[config.mk]
export PLATFORM = sky130hd
export DESIGN_NAME = fit_policy_block_allocator
export DESIGN_NICKNAME = d
export VERILOG_FILES = /design/src/fpba_pkg.sv /design/src/fit_policy_block_allocator.sv /design/src/fpba_table.sv /design/src/fpba_scan.sv
export SDC_FILE = /design/constraint.sdc
export NUM_CORES = 1
export LEC_CHECK = 0
export ABC_CLOCK_PERIOD_IN_PS = 6300
export BUFFER_PORTS_ARGS = -buffer_cell sky130_fd_sc_hd__buf_2
export CAP_MARGIN = 20
export CORE_MARGIN = 4
export CORE_UTILIZATION = 63
export DETAILED_ROUTE_END_ITERATION = 10
export GPL_TIMING_DRIVEN = 0
export PLACE_DENSITY = 0.81
export SLEW_MARGIN = 20
export SYNTH_ARGS = -nofsm -noshare
export SYNTH_HDL_FRONTEND = slang
export SYNTH_SLANG_ARGS = --single-unit
export TNS_END_PERCENT = 50
[constraint.sdc]
create_clock -name clk -period 6.3 [get_ports clk]
set_input_delay 0.315 -clock clk [delete_from_list [all_inputs] [get_ports clk]]
set_output_delay 0.315 -clock clk [all_outputs]
set_load 0.03 [all_outputs]
[src/fpba_pkg.sv]
package fpba_pkg;

  localparam int MAX_BLOCKS = 16;
  localparam int SIZE_BITS  = 16;
  localparam int IDX_W      = $clog2(MAX_BLOCKS);
  localparam int CNT_W      = IDX_W + 1;

  localparam int IN_IDX_W   = 4;
  localparam int AMT_W      = 16;
  localparam int OUT_IDX_W  = 4;
  localparam int POL_W      = 2;
  localparam int NB_W       = 5;
  localparam int CFG_IDX_W  = 2;
  localparam int CFG_DATA_W = 5;

  localparam logic [POL_W-1:0] POL_FIRST = 2'd0;
  localparam logic [POL_W-1:0] POL_BEST  = 2'd1;
  localparam logic [POL_W-1:0] POL_WORST = 2'd2;

  localparam logic [CFG_IDX_W-1:0] CFG_FIT_POLICY = 2'd0;
  localparam logic [CFG_IDX_W-1:0] CFG_NUM_BLOCKS = 2'd1;

  localparam logic OP_LOAD    = 1'b0;
  localparam logic OP_REQUEST = 1'b1;

  typedef struct packed {
    logic                 en;
    logic [IDX_W-1:0]     idx;
    logic [SIZE_BITS-1:0] data;
  } tbl_wr_t;

  typedef struct packed {
    logic                 granted;
    logic [OUT_IDX_W-1:0] block;
  } res_t;

endpackage

[src/fit_policy_block_allocator.sv]
// Load words produce no result; the block is ready again next cycle.
// A request word is scanned one table entry per cycle; first fit can end the scan early.
// Its result then waits in the done state until the output register is free, and is
// registered there, where it waits until out_tready.
// Input is not ready while a request is scanned or waits in the done state.
// Synchronous active-low reset clears the capacity table, fit_policy to 0, num_blocks to 16.
module fit_policy_block_allocator
  import fpba_pkg::*;
(
  input  logic                  clk,
  input  logic                  rst_n,
  input  logic                  in_tvalid,
  output logic                  in_tready,
  input  logic [23:0]           in_tdata,   // [3:0] block_index, [19:4] amount, rest zero
  input  logic                  in_tuser,   // [0] opcode
  output logic                  out_tvalid,
  input  logic                  out_tready,
  output logic [7:0]            out_tdata,  // [0] granted, [4:1] chosen_block, rest zero
  input  logic                  cfg_valid,
  output logic                  cfg_ready,
  input  logic [CFG_IDX_W-1:0]  cfg_index,
  input  logic [CFG_DATA_W-1:0] cfg_data
);

  logic [POL_W-1:0]     fit_policy_r;
  logic [NB_W-1:0]      num_blocks_r;
  logic                 out_valid_r;
  res_t                 out_res_r;
  logic                 out_free;
  logic                 res_valid;
  res_t                 res;
  tbl_wr_t              tbl_wr;
  logic [IDX_W-1:0]     rd_idx;
  logic [SIZE_BITS-1:0] rd_data;

  assign cfg_ready = 1'b1;

  always_ff @(posedge clk) begin
    if (!rst_n) begin
      fit_policy_r <= POL_FIRST;
      num_blocks_r <= NB_W'(16);
    end else if (cfg_valid) begin
      case (cfg_index)
        CFG_FIT_POLICY: fit_policy_r <= cfg_data[POL_W-1:0];
        CFG_NUM_BLOCKS: num_blocks_r <= cfg_data[NB_W-1:0];
        default: ;
      endcase
    end
  end

  assign out_free = !out_valid_r || out_tready;

  fpba_scan u_scan (
    .clk            (clk),
    .rst_n          (rst_n),
    .in_valid       (in_tvalid),
    .in_ready       (in_tready),
    .in_opcode      (in_tuser),
    .in_block_index (in_tdata[3:0]),
    .in_amount      (in_tdata[19:4]),
    .fit_policy     (fit_policy_r),
    .num_blocks     (num_blocks_r),
    .out_free       (out_free),
    .res_valid      (res_valid),
    .res            (res),
    .tbl_wr         (tbl_wr),
    .rd_idx         (rd_idx),
    .rd_data        (rd_data)
  );

  fpba_table u_table (
    .clk     (clk),
    .rst_n   (rst_n),
    .wr      (tbl_wr),
    .rd_idx  (rd_idx),
    .rd_data (rd_data)
  );

  always_ff @(posedge clk) begin
    if (!rst_n) begin
      out_valid_r <= 1'b0;
    end else if (res_valid) begin
      out_valid_r <= 1'b1;
    end else if (out_tready) begin
      out_valid_r <= 1'b0;
    end
  end

  always_ff @(posedge clk) begin
    if (res_valid) begin
      out_res_r <= res;
    end
  end

  assign out_tvalid = out_valid_r;
  assign out_tdata  = {3'b000, out_res_r.block, out_res_r.granted};

  // A refused request always reports block zero.
  assert property (@(posedge clk) disable iff (!rst_n)
    out_tvalid && !out_tdata[0] |-> out_tdata[4:1] == 4'd0)
    else $error("refused request reports a nonzero block");

  // A load word never produces a result word.
  assert property (@(posedge clk) disable iff (!rst_n)
    in_tvalid && in_tready && (in_tuser == OP_LOAD) |=> !$rose(out_tvalid))
    else $error("load word produced a result");

  // The scanner only hands over a result when the output register can take it.
  assert property (@(posedge clk) disable iff (!rst_n)
    res_valid |-> out_free && !in_tready)
    else $error("result issued while output busy or input open");

endmodule

[src/fpba_table.sv]
module fpba_table
  import fpba_pkg::*;
(
  input  logic                 clk,
  input  logic                 rst_n,
  input  tbl_wr_t              wr,
  input  logic [IDX_W-1:0]     rd_idx,
  output logic [SIZE_BITS-1:0] rd_data
);

  logic [SIZE_BITS-1:0] cap_r [MAX_BLOCKS];

  always_ff @(posedge clk) begin
    if (!rst_n) begin
      for (int i = 0; i < MAX_BLOCKS; i++) begin
        cap_r[i] <= '0;
      end
    end else if (wr.en) begin
      cap_r[wr.idx] <= wr.data;
    end
  end

  assign rd_data = cap_r[rd_idx];

endmodule

[src/fpba_scan.sv]
module fpba_scan
  import fpba_pkg::*;
(
  input  logic                 clk,
  input  logic                 rst_n,
  input  logic                 in_valid,
  output logic                 in_ready,
  input  logic                 in_opcode,
  input  logic [IN_IDX_W-1:0]  in_block_index,
  input  logic [AMT_W-1:0]     in_amount,
  input  logic [POL_W-1:0]     fit_policy,
  input  logic [NB_W-1:0]      num_blocks,
  input  logic                 out_free,
  output logic                 res_valid,
  output res_t                 res,
  output tbl_wr_t              tbl_wr,
  output logic [IDX_W-1:0]     rd_idx,
  input  logic [SIZE_BITS-1:0] rd_data
);

  localparam logic [1:0] S_IDLE = 2'd0;
  localparam logic [1:0] S_SCAN = 2'd1;
  localparam logic [1:0] S_DONE = 2'd2;

  logic [1:0]           state_r, state_nxt;
  logic [CNT_W-1:0]     cnt_r, cnt_nxt;
  logic [CNT_W-1:0]     limit_r, limit_nxt;
  logic                 found_r, found_nxt;
  logic [IDX_W-1:0]     pick_r, pick_nxt;
  logic [SIZE_BITS-1:0] held_r, held_nxt;
  logic [SIZE_BITS-1:0] amt_r, amt_nxt;

  logic fits;
  logic better;
  logic first_pol;
  logic idx_ok;

  assign rd_idx    = cnt_r[IDX_W-1:0];
  assign fits      = rd_data >= amt_r;
  assign first_pol = (fit_policy != POL_BEST) && (fit_policy != POL_WORST);
  assign idx_ok    = {1'b0, in_block_index} < (IN_IDX_W+1)'(MAX_BLOCKS);

  always_comb begin
    case (fit_policy)
      POL_BEST:  better = rd_data < held_r;
      POL_WORST: better = rd_data > held_r;
      default:   better = 1'b0;
    endcase
  end

  always_comb begin
    state_nxt  = state_r;
    cnt_nxt    = cnt_r;
    limit_nxt  = limit_r;
    found_nxt  = found_r;
    pick_nxt   = pick_r;
    held_nxt   = held_r;
    amt_nxt    = amt_r;
    in_ready   = 1'b0;
    res_valid  = 1'b0;
    tbl_wr.en   = 1'b0;
    tbl_wr.idx  = in_block_index[IDX_W-1:0];
    tbl_wr.data = SIZE_BITS'(in_amount);
    case (state_r)
      S_IDLE: begin
        in_ready = 1'b1;
        if (in_valid) begin
          if (in_opcode == OP_LOAD) begin
            tbl_wr.en = idx_ok;
          end else begin
            amt_nxt   = SIZE_BITS'(in_amount);
            cnt_nxt   = '0;
            found_nxt = 1'b0;
            pick_nxt  = '0;
            held_nxt  = '0;
            limit_nxt = ({1'b0, num_blocks} > (NB_W+1)'(MAX_BLOCKS)) ?
                        CNT_W'(MAX_BLOCKS) : CNT_W'(num_blocks);
            state_nxt = S_SCAN;
          end
        end
      end
      S_SCAN: begin
        if (cnt_r >= limit_r) begin
          state_nxt = S_DONE;
        end else begin
          cnt_nxt = cnt_r + 1'b1;
          if (fits && (!found_r || better)) begin
            found_nxt = 1'b1;
            pick_nxt  = cnt_r[IDX_W-1:0];
            held_nxt  = rd_data;
            // First fit stops at the first entry that is large enough.
            if (!found_r && first_pol) begin
              state_nxt = S_DONE;
            end
          end
        end
      end
      S_DONE: begin
        if (out_free) begin
          res_valid   = 1'b1;
          tbl_wr.en   = found_r;
          tbl_wr.idx  = pick_r;
          tbl_wr.data = held_r - amt_r;
          state_nxt   = S_IDLE;
        end
      end
      default: begin
        state_nxt = S_IDLE;
      end
    endcase
  end

  assign res.granted = found_r;
  assign res.block   = found_r ? OUT_IDX_W'(pick_r) : '0;

  always_ff @(posedge clk) begin
    if (!rst_n) begin
      state_r <= S_IDLE;
      found_r <= 1'b0;
      cnt_r   <= '0;
      limit_r <= '0;
    end else begin
      state_r <= state_nxt;
      found_r <= found_nxt;
      cnt_r   <= cnt_nxt;
      limit_r <= limit_nxt;
    end
  end

  always_ff @(posedge clk) begin
    pick_r <= pick_nxt;
    held_r <= held_nxt;
    amt_r  <= amt_nxt;
  end

endmodule
==> results of run 1 <==
power breakdown:
group	internal (W)	total [W]	leakage, nW	switching (W)
logic	0.000130	0.000371	2.76	0.000241
registers	0.00241	0.00243	3.22	0.0000269
clock network	0.00112	0.00191	0.508	0.000795
total	0.00366	0.00472	6.48	0.00106
flip-flops by register name, summed over array words and instances (netlist names), named ones only:
register / count
u_table.cap_r: 256
u_scan.amt_r: 16
u_scan.held_r: 16
num_blocks_r: 5
out_tdata: 5
u_scan.cnt_r: 5
u_scan.limit_r: 5
u_scan.pick_r: 4
fit_policy_r: 2
u_scan.state_r: 2
out_tvalid: 1
u_scan.found_r: 1
per-layer routing:
layer  routed length (um)  vias to the layer above  track usage, %
met4                  984                        0            7.83
met3                 2920                       67            4.15
met2                18000                      465            44.5
met5                    0                        -               0
met1                13900                     4823            35.8
li1                     -                     4419               -
cell families (layout without fill, tap and decap cells):
| kind of cell | after synthesis | in the layout | synth area share (%) |
|---|---|---|---|
| AO/OA/AOI/OAI | 116 | 116 | 6.20 |
| XOR/XNOR | 8 | 8 | 0.442 |
| adder cells (fa/ha/maj) | 56 | 56 | 4.47 |
| buffers and inverters | 119 | 222 | 3.93 |
| flip-flops | 322 | 322 | 59.4 |
| multiplexers | 91 | 91 | 12.1 |
| other | 2 | 4 | 0.0474 |
| AND/OR/NAND/NOR | 445 | 445 | 13.4 |
what timing repair did:
action                                 in CTS  in global routing
hold buffers                                4                  0
resized for setup                           0                  0
endpoints found under the hold margin       4                  0
metrics by stage:
stage               hold slack, ns  cell area (um^2)  setup TNS (ns)  worst slack (ns)  total power, W
floorplan                    0.414             15900               0              1.27         0.00272
global placement             0.454             16500          -11.07            -0.555         0.00282
detailed placement           0.466             16500               0              1.12         0.00284
CTS                        0.00135             17600               0              1.04         0.00473
global route               0.00610             17600               0             0.835         0.00487
finish                     0.00842             17600               0             0.991         0.00472
final timing paths:
check	to	slack [ns]	cells past startpoint
setup / recovery	u_scan.held_r[6]$_SDFFCE_PN0P_	0.99	12
hold / removal	u_scan.amt_r[13]$_DFFE_PP_	0.008	1
setup reg to reg	u_scan.held_r[6]$_SDFFCE_PN0P_	0.99	12
hold reg to reg	u_scan.limit_r[0]$_SDFFE_PN0P_	0.47	2
cell usage in the layout (no fill, tap or decap), types with 11 or more instances in the layout:
master / instances
nor2_1: 259
buf_2: 68
ha_1: 55
mux4_2: 80
nor2_4: 11
dfxtp_1: 25
and2_1: 25
clkbuf_16: 35
nand2_2: 14
nand2_1: 42
buf_4: 12
o21ai_0: 11
a21o_1: 11
nand3_1: 13
edfxtp_1: 297
nor3_1: 11
nor2b_1: 16
inv_1: 47
a21oi_1: 30
clkbuf_1: 19
final cells by class:
type                    instances  area [um^2]  area share [%]
well taps                     324          405            2.31
clock buffers                  45          923            5.25
multi-input cells             720         5840            33.2
repair buffers                 44          246            1.40
flip-flops and latches        322         9420            53.6
clock inverters                14          131           0.747
plain buffers                  71          444            2.53
inverters                      48          180            1.02
critical path, stage by stage (launching register included):
cell and delay (ns):
dfxtp_1 0.31, clkbuf_1 0.53, buf_1 0.81, mux4_2 0.46
mux4_2 0.54, ha_1 0.33, nand2_1 0.07, o21a_1 0.19
o31ai_1 0.57, mux2i_1 0.18, o2111a_1 0.30, a211oi_4 0.44
buf_6 0.26
==> qor.csv, run 1 <==
stage,metric,value,unit
pwr,peakVddDrop,0.260,mV
sta,max_slew_margin,33.7,%
clock_network,cts.sinks,322,
floorplanning,io_pins,48,
floorplanning,die_w,167,um
global_routing,grt_max_degree,26,
hold_path,hold_path.class,input pin to flip-flop,
detailed_routing,drc,0,
final_layout,syn_to_final_growth,10.9,%
detailed_routing,vias,9774,
global_routing,grt_use_total,26.3,%
yosys,synth-edff-count,297,
global_routing,grt_overflow,0,
yosys,async_flop_share,0,%
sta,finalSetupViolCount,0,
hold_path,hold_start,in_tdata[17],
yosys,syn_inst,1159,
sta,drv_slew,0,
floorplanning,fp.dieH,167,um
yosys,syn-cell-area,15900,um^2
global_routing,grt_pass1_wl,56.4,mm
critical_path,cp_data_arrival_time,5.51,ns
detailed_routing,vias_per_cell,6.15,
sta,rsz0062_at_grt,no,
placed_design,dpl.hpwl,26.2,mm
pwr,p_leak,6.48,nW
final_layout,n_antenna_cell,0,
floorplanning,start_util,64.6,%
detailed_routing,ant_nets,0,
critical_path,cp-end-kind,flip-flop,
yosys,synth_top_area_share,56.2,%
critical_path,cp_max_fo,16,
yosys,synthFlopType,edfxtp_1,
run_status,outcome,finished clean,
final_layout,drive_gt1_share,22.2,%
yosys,yosysUniqueCellTypes,81,
sta,min_period_over_period,84.3,%
yosys,yosysSeqAreaShare,59.4,%
sta,finalCriticalPeriod,5.31,ns
sta,tightestPinTransition,0.994,ns
sta,fmax,188,MHz
placed_design,numPortBuffers,39,
yosys,synth_top_area_cell,edfxtp_1,
placed_design,placedCellCount,1525,
yosys,synth_warnings,0,
global_routing,antenna_found_initial,0,
final_layout,fillers,1596,
clock_network,worstSkewPairLatency,0.51,ns
yosys,yosysMostFrequentCell,edfxtp_1,
floorplanning,dieArea,27800,um^2
detailed_routing,first_pass_iters,5,
placed_design,gp_congestion,0.856,
clock_network,htreeDepth,2,
critical_path,cp_data_required_time,6.50,ns
yosys,ys_seq_elements,322,
clock_network,cts_setup_buffers,0,
sta,hold_viol,0,
floorplanning,core_area,24500,um^2
pwr,power.density,268,nW/um^2
final_layout,stdcell_count,1588,
detailed_routing,wl_per_cell,22.6,um
global_routing,grt_pass1_vias,10002,
floorplanning,rows,57,
critical_path,critPathKind,flip-flop to flip-flop,
sta,skew,0.0167,ns
detailed_routing,wirelength,35.8,mm
final_layout,final_util,71.7,%
yosys,synth.area.top_cells,"edfxtp_1, mux4_2, nor2_1",
critical_path,setup.worst_path.start_class,flip-flop,
clock_network,clockRootBuffer,clkbuf_16,
yosys,avgSynthCellArea,13.7,um^2
yosys,synth_common_cells,"edfxtp_1, nor2_1, mux4_2",
final_layout,final_nets,1334,
clock_network,cts.clk_slew.worst_paths,0.06,ns
clock_network,tritoncts,built,
run,max_cap_viol_count,0,
clock_network,clock_path_buffers,3,
detailed_routing,drt_iter0_drc,1120,
clock_network,cts_buffers,34,
Power figures use the tool's default switching activity.
==> run 2: changes to the inputs <==
ABC_CLOCK_PERIOD_IN_PS = 5000   (was 6300)
clock period = 5 ns   (was 6.3 ns; I/O delays follow)
==> qor.csv, run 2 (synthesis results as in run 1) <==
stage,metric,value,unit,change
clock_network,tritoncts,built,,
sta,drv_slew,0,,unchanged
sta,postLayoutSetupSlackWorst,0.249,ns,-0.742 ns
pwr,p_clk_share,43.3,%,+2.8 points
pwr,p_leak,6.63,nW,+2.2%
sta,fmax,210,MHz,+12%
placed_design,dpl.hpwl,26.3,mm,+0.42%
pwr,switchingPower,0.00139,W,+31%
sta,tightestPinTransition,0.828,ns,-0.166 ns
placed_design,gp_congestion,0.883,,+3.2%
critical_path,path_cells,buf_1 > mux4_2 > mux4_2 > ha_1 > nand2_1 > o21a_1 > o31ai_2 > mux2i_1 > o2111a_1 > a211oi_4 > buf_8,,
global_routing,grt_overflow,0,,unchanged
detailed_routing,vias,9806,,+0.33%
placed_design,dp_slack,-0.303,ns,-1.42 ns
hold_path,hold_start,cfg_data[0],,
critical_path,cp_num_buf_inv,2,,-1
global_routing,antenna_found_initial,0,,unchanged
critical_path,reg2regPathDepth,11,,-1
critical_path,ff2ff_setup_slack,0.25,ns,-0.74 ns
critical_path,cpMostUsedCell,mux4_2,,
pwr,finalPower,0.00625,W,+33%
final_layout,area.sequential,9420,um^2,unchanged
global_routing,grt_max_degree,26,,unchanged
clock_network,worstSkewPairLatency,0.52,ns,about the same
final_layout,layout.cells.most_common,edfxtp_1,,
clock_network,cts_setup_buffers,0,,unchanged
hold_path,holdPathEnd,num_blocks_r[0]$_SDFFE_PN0P_,,
floorplanning,die_w,167,um,unchanged
run_status,outcome,finished clean,,
detailed_routing,wl_per_cell,22.4,um,-0.63%
final_layout,largest_register_ff_count,256,,unchanged
critical_path,setup.worst_path.start_class,flip-flop,,
critical_path,cp_max_fo,12,,-4
final_layout,multiInputGateArea,5840,um^2,about the same
global_routing,grt_pass1_wl,56.5,mm,+0.13%
pwr,power.density,349,nW/um^2,+30%
final_layout,regMostFlops,u_table.cap_r,,
detailed_routing,drc,0,,unchanged
hold_path,hold_path.class,input pin to flip-flop,,
final_layout,final_cell_mix,"edfxtp_1, nor2_1, mux4_2, buf_2, ha_1",,
final_layout,n_antenna_cell,0,,unchanged
final_layout,reg_top3,"u_table.cap_r: 256 flops, u_scan.amt_r: 16 flops, u_scan.held_r: 16 flops",,
clock_network,htreeDepth,2,,unchanged
detailed_routing,wirelength,36.0,mm,+0.44%
detailed_routing,first_pass_iters,6,,+1
final_layout,fillers,1568,,-1.8%
sta,finalCriticalPeriod,4.75,ns,-0.558 ns
pwr,peakVddDrop,0.333,mV,+28%
sta,skew,0.0158,ns,-0.000874 ns
critical_path,cp_top_family,compound AO/OA/AOI/OAI gates,,
final_layout,drive_gt1_share,22.7,%,+0.56 points
clock_network,clockRootBuffer,clkbuf_16,,
pwr,power.internal,0.00486,W,+33%
detailed_routing,vias_per_cell,6.11,,-0.74%
detailed_routing,ant_nets,0,,unchanged
sta,hold_slack,0.0314,ns,+0.0230 ns
placed_design,numPortBuffers,39,,unchanged
critical_path,cp_data_required_time,5.22,ns,-1.28 ns
clock_network,clock_path_buffers,3,,unchanged
critical_path,cp-end-kind,flip-flop,,
placed_design,place_area,16500,um^2,about the same
pwr,combPwrFrac,7.6,%,-0.3 points
global_routing,grt_pass1_vias,10113,,+1.1%
critical_path,slowest_stage,dfxtp_1,,
floorplanning,dieArea,27800,um^2,unchanged
critical_path,slowest_delay,0.64,ns,-0.17 ns
clock_network,cts.clk_slew.worst_paths,0.06,ns,about the same
run,max_cap_viol_count,0,,unchanged
floorplanning,fp.dieH,167,um,unchanged
critical_path,timing.rr.end,u_scan.held_r[8]$_SDFFCE_PN0P_,,
clock_network,cts_buffers,34,,unchanged
sta,hold_viol,0,,unchanged
pwr,p_sw_share,22.2,%,-0.28 points
pwr,p_seq_share,49.1,%,-2.5 points
final_layout,final_nets,1348,,+1.0%
sta,finalSetupViolCount,0,,unchanged
sta,min_period_over_period,95.0,%,+11 points
clock_network,cts.sinks,322,,unchanged
global_routing,grt_use_total,26.2,%,-0.10 points
floorplanning,rows,57,,unchanged
final_layout,final_area,17900,um^2,+1.8%
hold_path,min_delay_path_depth,3,,+2
floorplanning,start_util,64.6,%,unchanged
critical_path,cp_data_arrival_time,4.97,ns,-0.54 ns
final_layout,syn_to_final_growth,12.9,%,
sta,max_slew_margin,43.2,%,+9.5 points
critical_path,critPathKind,flip-flop to flip-flop,,
sta,rsz0062_at_grt,no,,
floorplanning,core_area,24500,um^2,unchanged
detailed_routing,drt_iter0_drc,1060,,-5.4%
floorplanning,io_pins,48,,unchanged
[run 2: cell count changes in the layout (fill, tap and decap cells not counted), moves of 2 or more]
| cell | before | now |
|---|---|---|
| bufinv_16 | 2 | 7 |
| clkbuf_1 | 19 | 15 |
| buf_1 | 8 | 5 |
| dlygate4sd3_1 | 4 | 19 |
| clkinv_2 | 1 | 3 |
[run 2: layer usage]
layer / wire length [um] / global-route usage (%) / share of wire, %
met5: 0 / 0 / 0
met4: 1060 / 8.11 / 2.9
met3: 2830 / 5.83 / 7.9
met2: 17800 / 43.9 / 50
met1: 14300 / 34.7 / 40
[run 2: power by group through the flow]
stage	Clock (W)	Sequential, W	Combinational, W
after global routing	0.00285	0.00307	0.000519
after global placement	0	0.00312	0.000440
after CTS	0.00272	0.00307	0.000474
after detailed placement	0	0.00312	0.000456
final	0.00271	0.00307	0.000478
after floorplan	0	0.00311	0.000322
[run 2: worst min-delay path, cell delays in order]
cell	delay, ns
buf_2	0.10
mux2i_1	0.06
nor2b_1	0.09
[run 2: worst max path at each step]
stage                     startpoint                              end  cells after the start
after floorplan            flip-flop   u_scan.held_r[0]$_SDFFCE_PN0P_                     11
after global placement     flip-flop   u_scan.held_r[9]$_SDFFCE_PN0P_                     11
after detailed placement   flip-flop  u_scan.held_r[11]$_SDFFCE_PN0P_                     12
after CTS                  flip-flop   u_scan.held_r[8]$_SDFFCE_PN0P_                     12
after global routing       flip-flop   u_scan.held_r[8]$_SDFFCE_PN0P_                     11
final                      flip-flop   u_scan.held_r[8]$_SDFFCE_PN0P_                     11
[run 2: final cells by class]
type,instances,area share [%]
Multi-Input combinational cell,720,32.6
Timing Repair Buffer,59,2.24
Buffer,70,2.54
Tap cell,324,2.27
Clock buffer,41,5.02
Sequential cell,322,52.6
Inverter,48,1.01
Clock inverter,21,1.66
[run 2: per-stage QoR]
stage	instances	utilization, %	setup TNS [ns]
final	1605	72.9	0
after global routing	1605	72.9	0
after CTS	1606	73.0	0
after detailed placement	1525	67.2	-4.73
after global placement	1524	67.1	-16.72
after floorplan	1161	-	0
[run 2: timing repair]
action	CTS	global route
endpoints found under the setup margin	20	12
resized for setup	6	1
hold buffers	19	0
endpoints found under the hold margin	19	0
==> run 3: changes to the inputs <==
CORE_UTILIZATION = 60   (was 63)
PLACE_DENSITY = 0.77   (was 0.81)
==> qor.csv, run 3 (synthesis results as in run 1) <==
stage,metric,value,unit,change
sta,hold_viol,0,,unchanged
floorplanning,rows,59,,+3.5%
final_layout,syn_to_final_growth,12.0,%,
critical_path,cp_data_required_time,5.22,ns,about the same
clock_network,htreeDepth,2,,unchanged
clock_network,worstSkewPairLatency,0.52,ns,about the same
sta,finalSetupViolCount,0,,unchanged
floorplanning,dieArea,29100,um^2,+4.8%
sta,tightestPinTransition,0.917,ns,+0.0891 ns
run,max_cap_viol_count,0,,unchanged
detailed_routing,ant_nets,0,,unchanged
placed_design,dpl.hpwl,26.6,mm,+1.2%
detailed_routing,first_pass_iters,5,,-1
final_layout,largest_register_ff_count,256,,unchanged
detailed_routing,vias,9774,,-0.33%
detailed_routing,drt_iter0_drc,946,,-11%
pwr,peakVddDrop,0.383,mV,+15%
global_routing,grt_max_degree,26,,unchanged
final_layout,n_antenna_cell,0,,unchanged
sta,postLayoutSetupSlackWorst,0.158,ns,-0.0914 ns
detailed_routing,wl_per_cell,22.4,um,-0.15%
global_routing,grt_pass1_wl,55.9,mm,-1.1%
hold_path,hold_path.class,input pin to flip-flop,,
sta,skew,0.0175,ns,+0.00166 ns
final_layout,final_nets,1347,,-0.074%
floorplanning,io_pins,48,,unchanged
floorplanning,start_util,60.9,%,-3.8 points
sta,rsz0062_at_grt,no,,
pwr,p_leak,6.56,nW,-1.1%
clock_network,tritoncts,built,,
clock_network,cts.clk_slew.worst_paths,0.06,ns,about the same
run_status,outcome,finished clean,,
placed_design,numPortBuffers,39,,unchanged
clock_network,clock_path_buffers,3,,unchanged
pwr,power.density,335,nW/um^2,-4.0%
critical_path,critPathKind,flip-flop to flip-flop,,
final_layout,regMostFlops,u_table.cap_r,,
critical_path,cp_data_arrival_time,5.06,ns,+0.09 ns
detailed_routing,drc,0,,unchanged
placed_design,placedCellCount,1536,,+0.72%
detailed_routing,wirelength,36.2,mm,+0.41%
global_routing,grt_pass1_vias,9978,,-1.3%
clock_network,clockRootBuffer,clkbuf_16,,
floorplanning,core_area,26100,um^2,+6.2%
global_routing,grt_use_total,25.4,%,-0.77 points
detailed_routing,vias_per_cell,6.06,,-0.88%
sta,hold_slack,0.00510,ns,-0.0263 ns
final_layout,stdcell_count,1614,,+0.56%
final_layout,layout.cells.most_common,edfxtp_1,,
clock_network,cts_setup_buffers,0,,unchanged
final_layout,final_util,68.1,%,-4.8 points
global_routing,grt_overflow,0,,unchanged
sta,finalCriticalPeriod,4.84,ns,+0.0914 ns
placed_design,dp_slack,-0.381,ns,-0.0779 ns
critical_path,setup.worst_path.start_class,flip-flop,,
placed_design,gp_congestion,0.881,,-0.32%
sta,max_slew_margin,37.1,%,-6.1 points
global_routing,antenna_found_initial,0,,unchanged
floorplanning,die_w,171,um,+2.3%
sta,fmax,207,MHz,-1.9%
sta,drv_slew,0,,unchanged
clock_network,cts.sinks,322,,unchanged
clock_network,cts_buffers,34,,unchanged
floorplanning,fp.dieH,171,um,+2.3%
final_layout,final_cell_mix,"edfxtp_1, nor2_1, mux4_2, buf_2, ha_1",,
critical_path,cp_max_fo,14,,+2
final_layout,drive_gt1_share,22.2,%,-0.51 points
sta,min_period_over_period,96.8,%,+1.8 points
critical_path,cp-end-kind,flip-flop,,
final_layout,reg_top3,"u_table.cap_r: 256 flops, u_scan.amt_r: 16 flops, u_scan.held_r: 16 flops",,
-- run 3: routing by layer --
| metal | vias to the layer above | global-route usage, % | wire length, um |
|---|---|---|---|
| li1 | 4451 | - | - |
| met1 | 4861 | 34.5 | 14600 |
| met2 | 395 | 42.4 | 17800 |
| met3 | 67 | 4.48 | 2770 |
| met4 | 0 | 8.33 | 1050 |
| met5 | - | 0 | 0 |
-- run 3: worst max-delay path: stages (launching register included) --
cell and delay (ns):
dfxtp_1 0.68, clkdlybuf4s15_2 0.61, mux4_2 0.43, mux4_2 0.56, ha_1 0.33, a21oi_1 0.08
o21a_1 0.18, o31ai_2 0.48, mux2i_1 0.15, o2111a_1 0.29, a211oi_4 0.49, buf_8 0.23
-- run 3: worst paths after layout --
check	slack [ns]	end	start	cells past startpoint
worst max-delay path	0.16	u_scan.held_r[11]$_SDFFCE_PN0P_	flip-flop	11
worst min-delay path	0.005	fit_policy_r[1]$_SDFFE_PN0P_	cfg_data[1]	3
worst min register to register	0.47	u_scan.limit_r[1]$_SDFFE_PN0P_	u_scan.limit_r[1]$_SDFFE_PN0P_	2
worst max register to register	0.16	u_scan.held_r[11]$_SDFFCE_PN0P_	flip-flop	11
-- run 3: layout make-up --
type | count | area [um^2]
flip-flops and latches | 322 | 9420
fillers | 1818 | 8310
multi-input cells | 720 | 5840
clock buffers | 42 | 902
plain buffers | 70 | 450
well taps | 335 | 419
repair buffers | 58 | 390
inverters | 48 | 180
clock inverters | 19 | 151
-- run 3: timing repair --
item	CTS	global route
endpoints found under the setup margin	20	14
endpoints found under the hold margin	18	0
hold buffers	18	0
resized for setup	4	1
-- run 3: metrics by stage --
step | power (W) | TNS, ns | instance area, um^2
3_3_place_gp | 0.00356 | -23.23 | 16500
2_1_floorplan | 0.00343 | 0 | 15900
5_1_grt | 0.00613 | 0 | 17800
6_report | 0.00595 | 0 | 17800
3_5_place_dp | 0.00358 | -6.56 | 16500
4_1_cts | 0.00597 | 0 | 17700
-- run 3: report_power, final --
group,internal (W),switching (W)
Sequential,0.00303,0.0000330
Combinational,0.000171,0.000305
Clock,0.00139,0.00102
Total,0.00460,0.00136
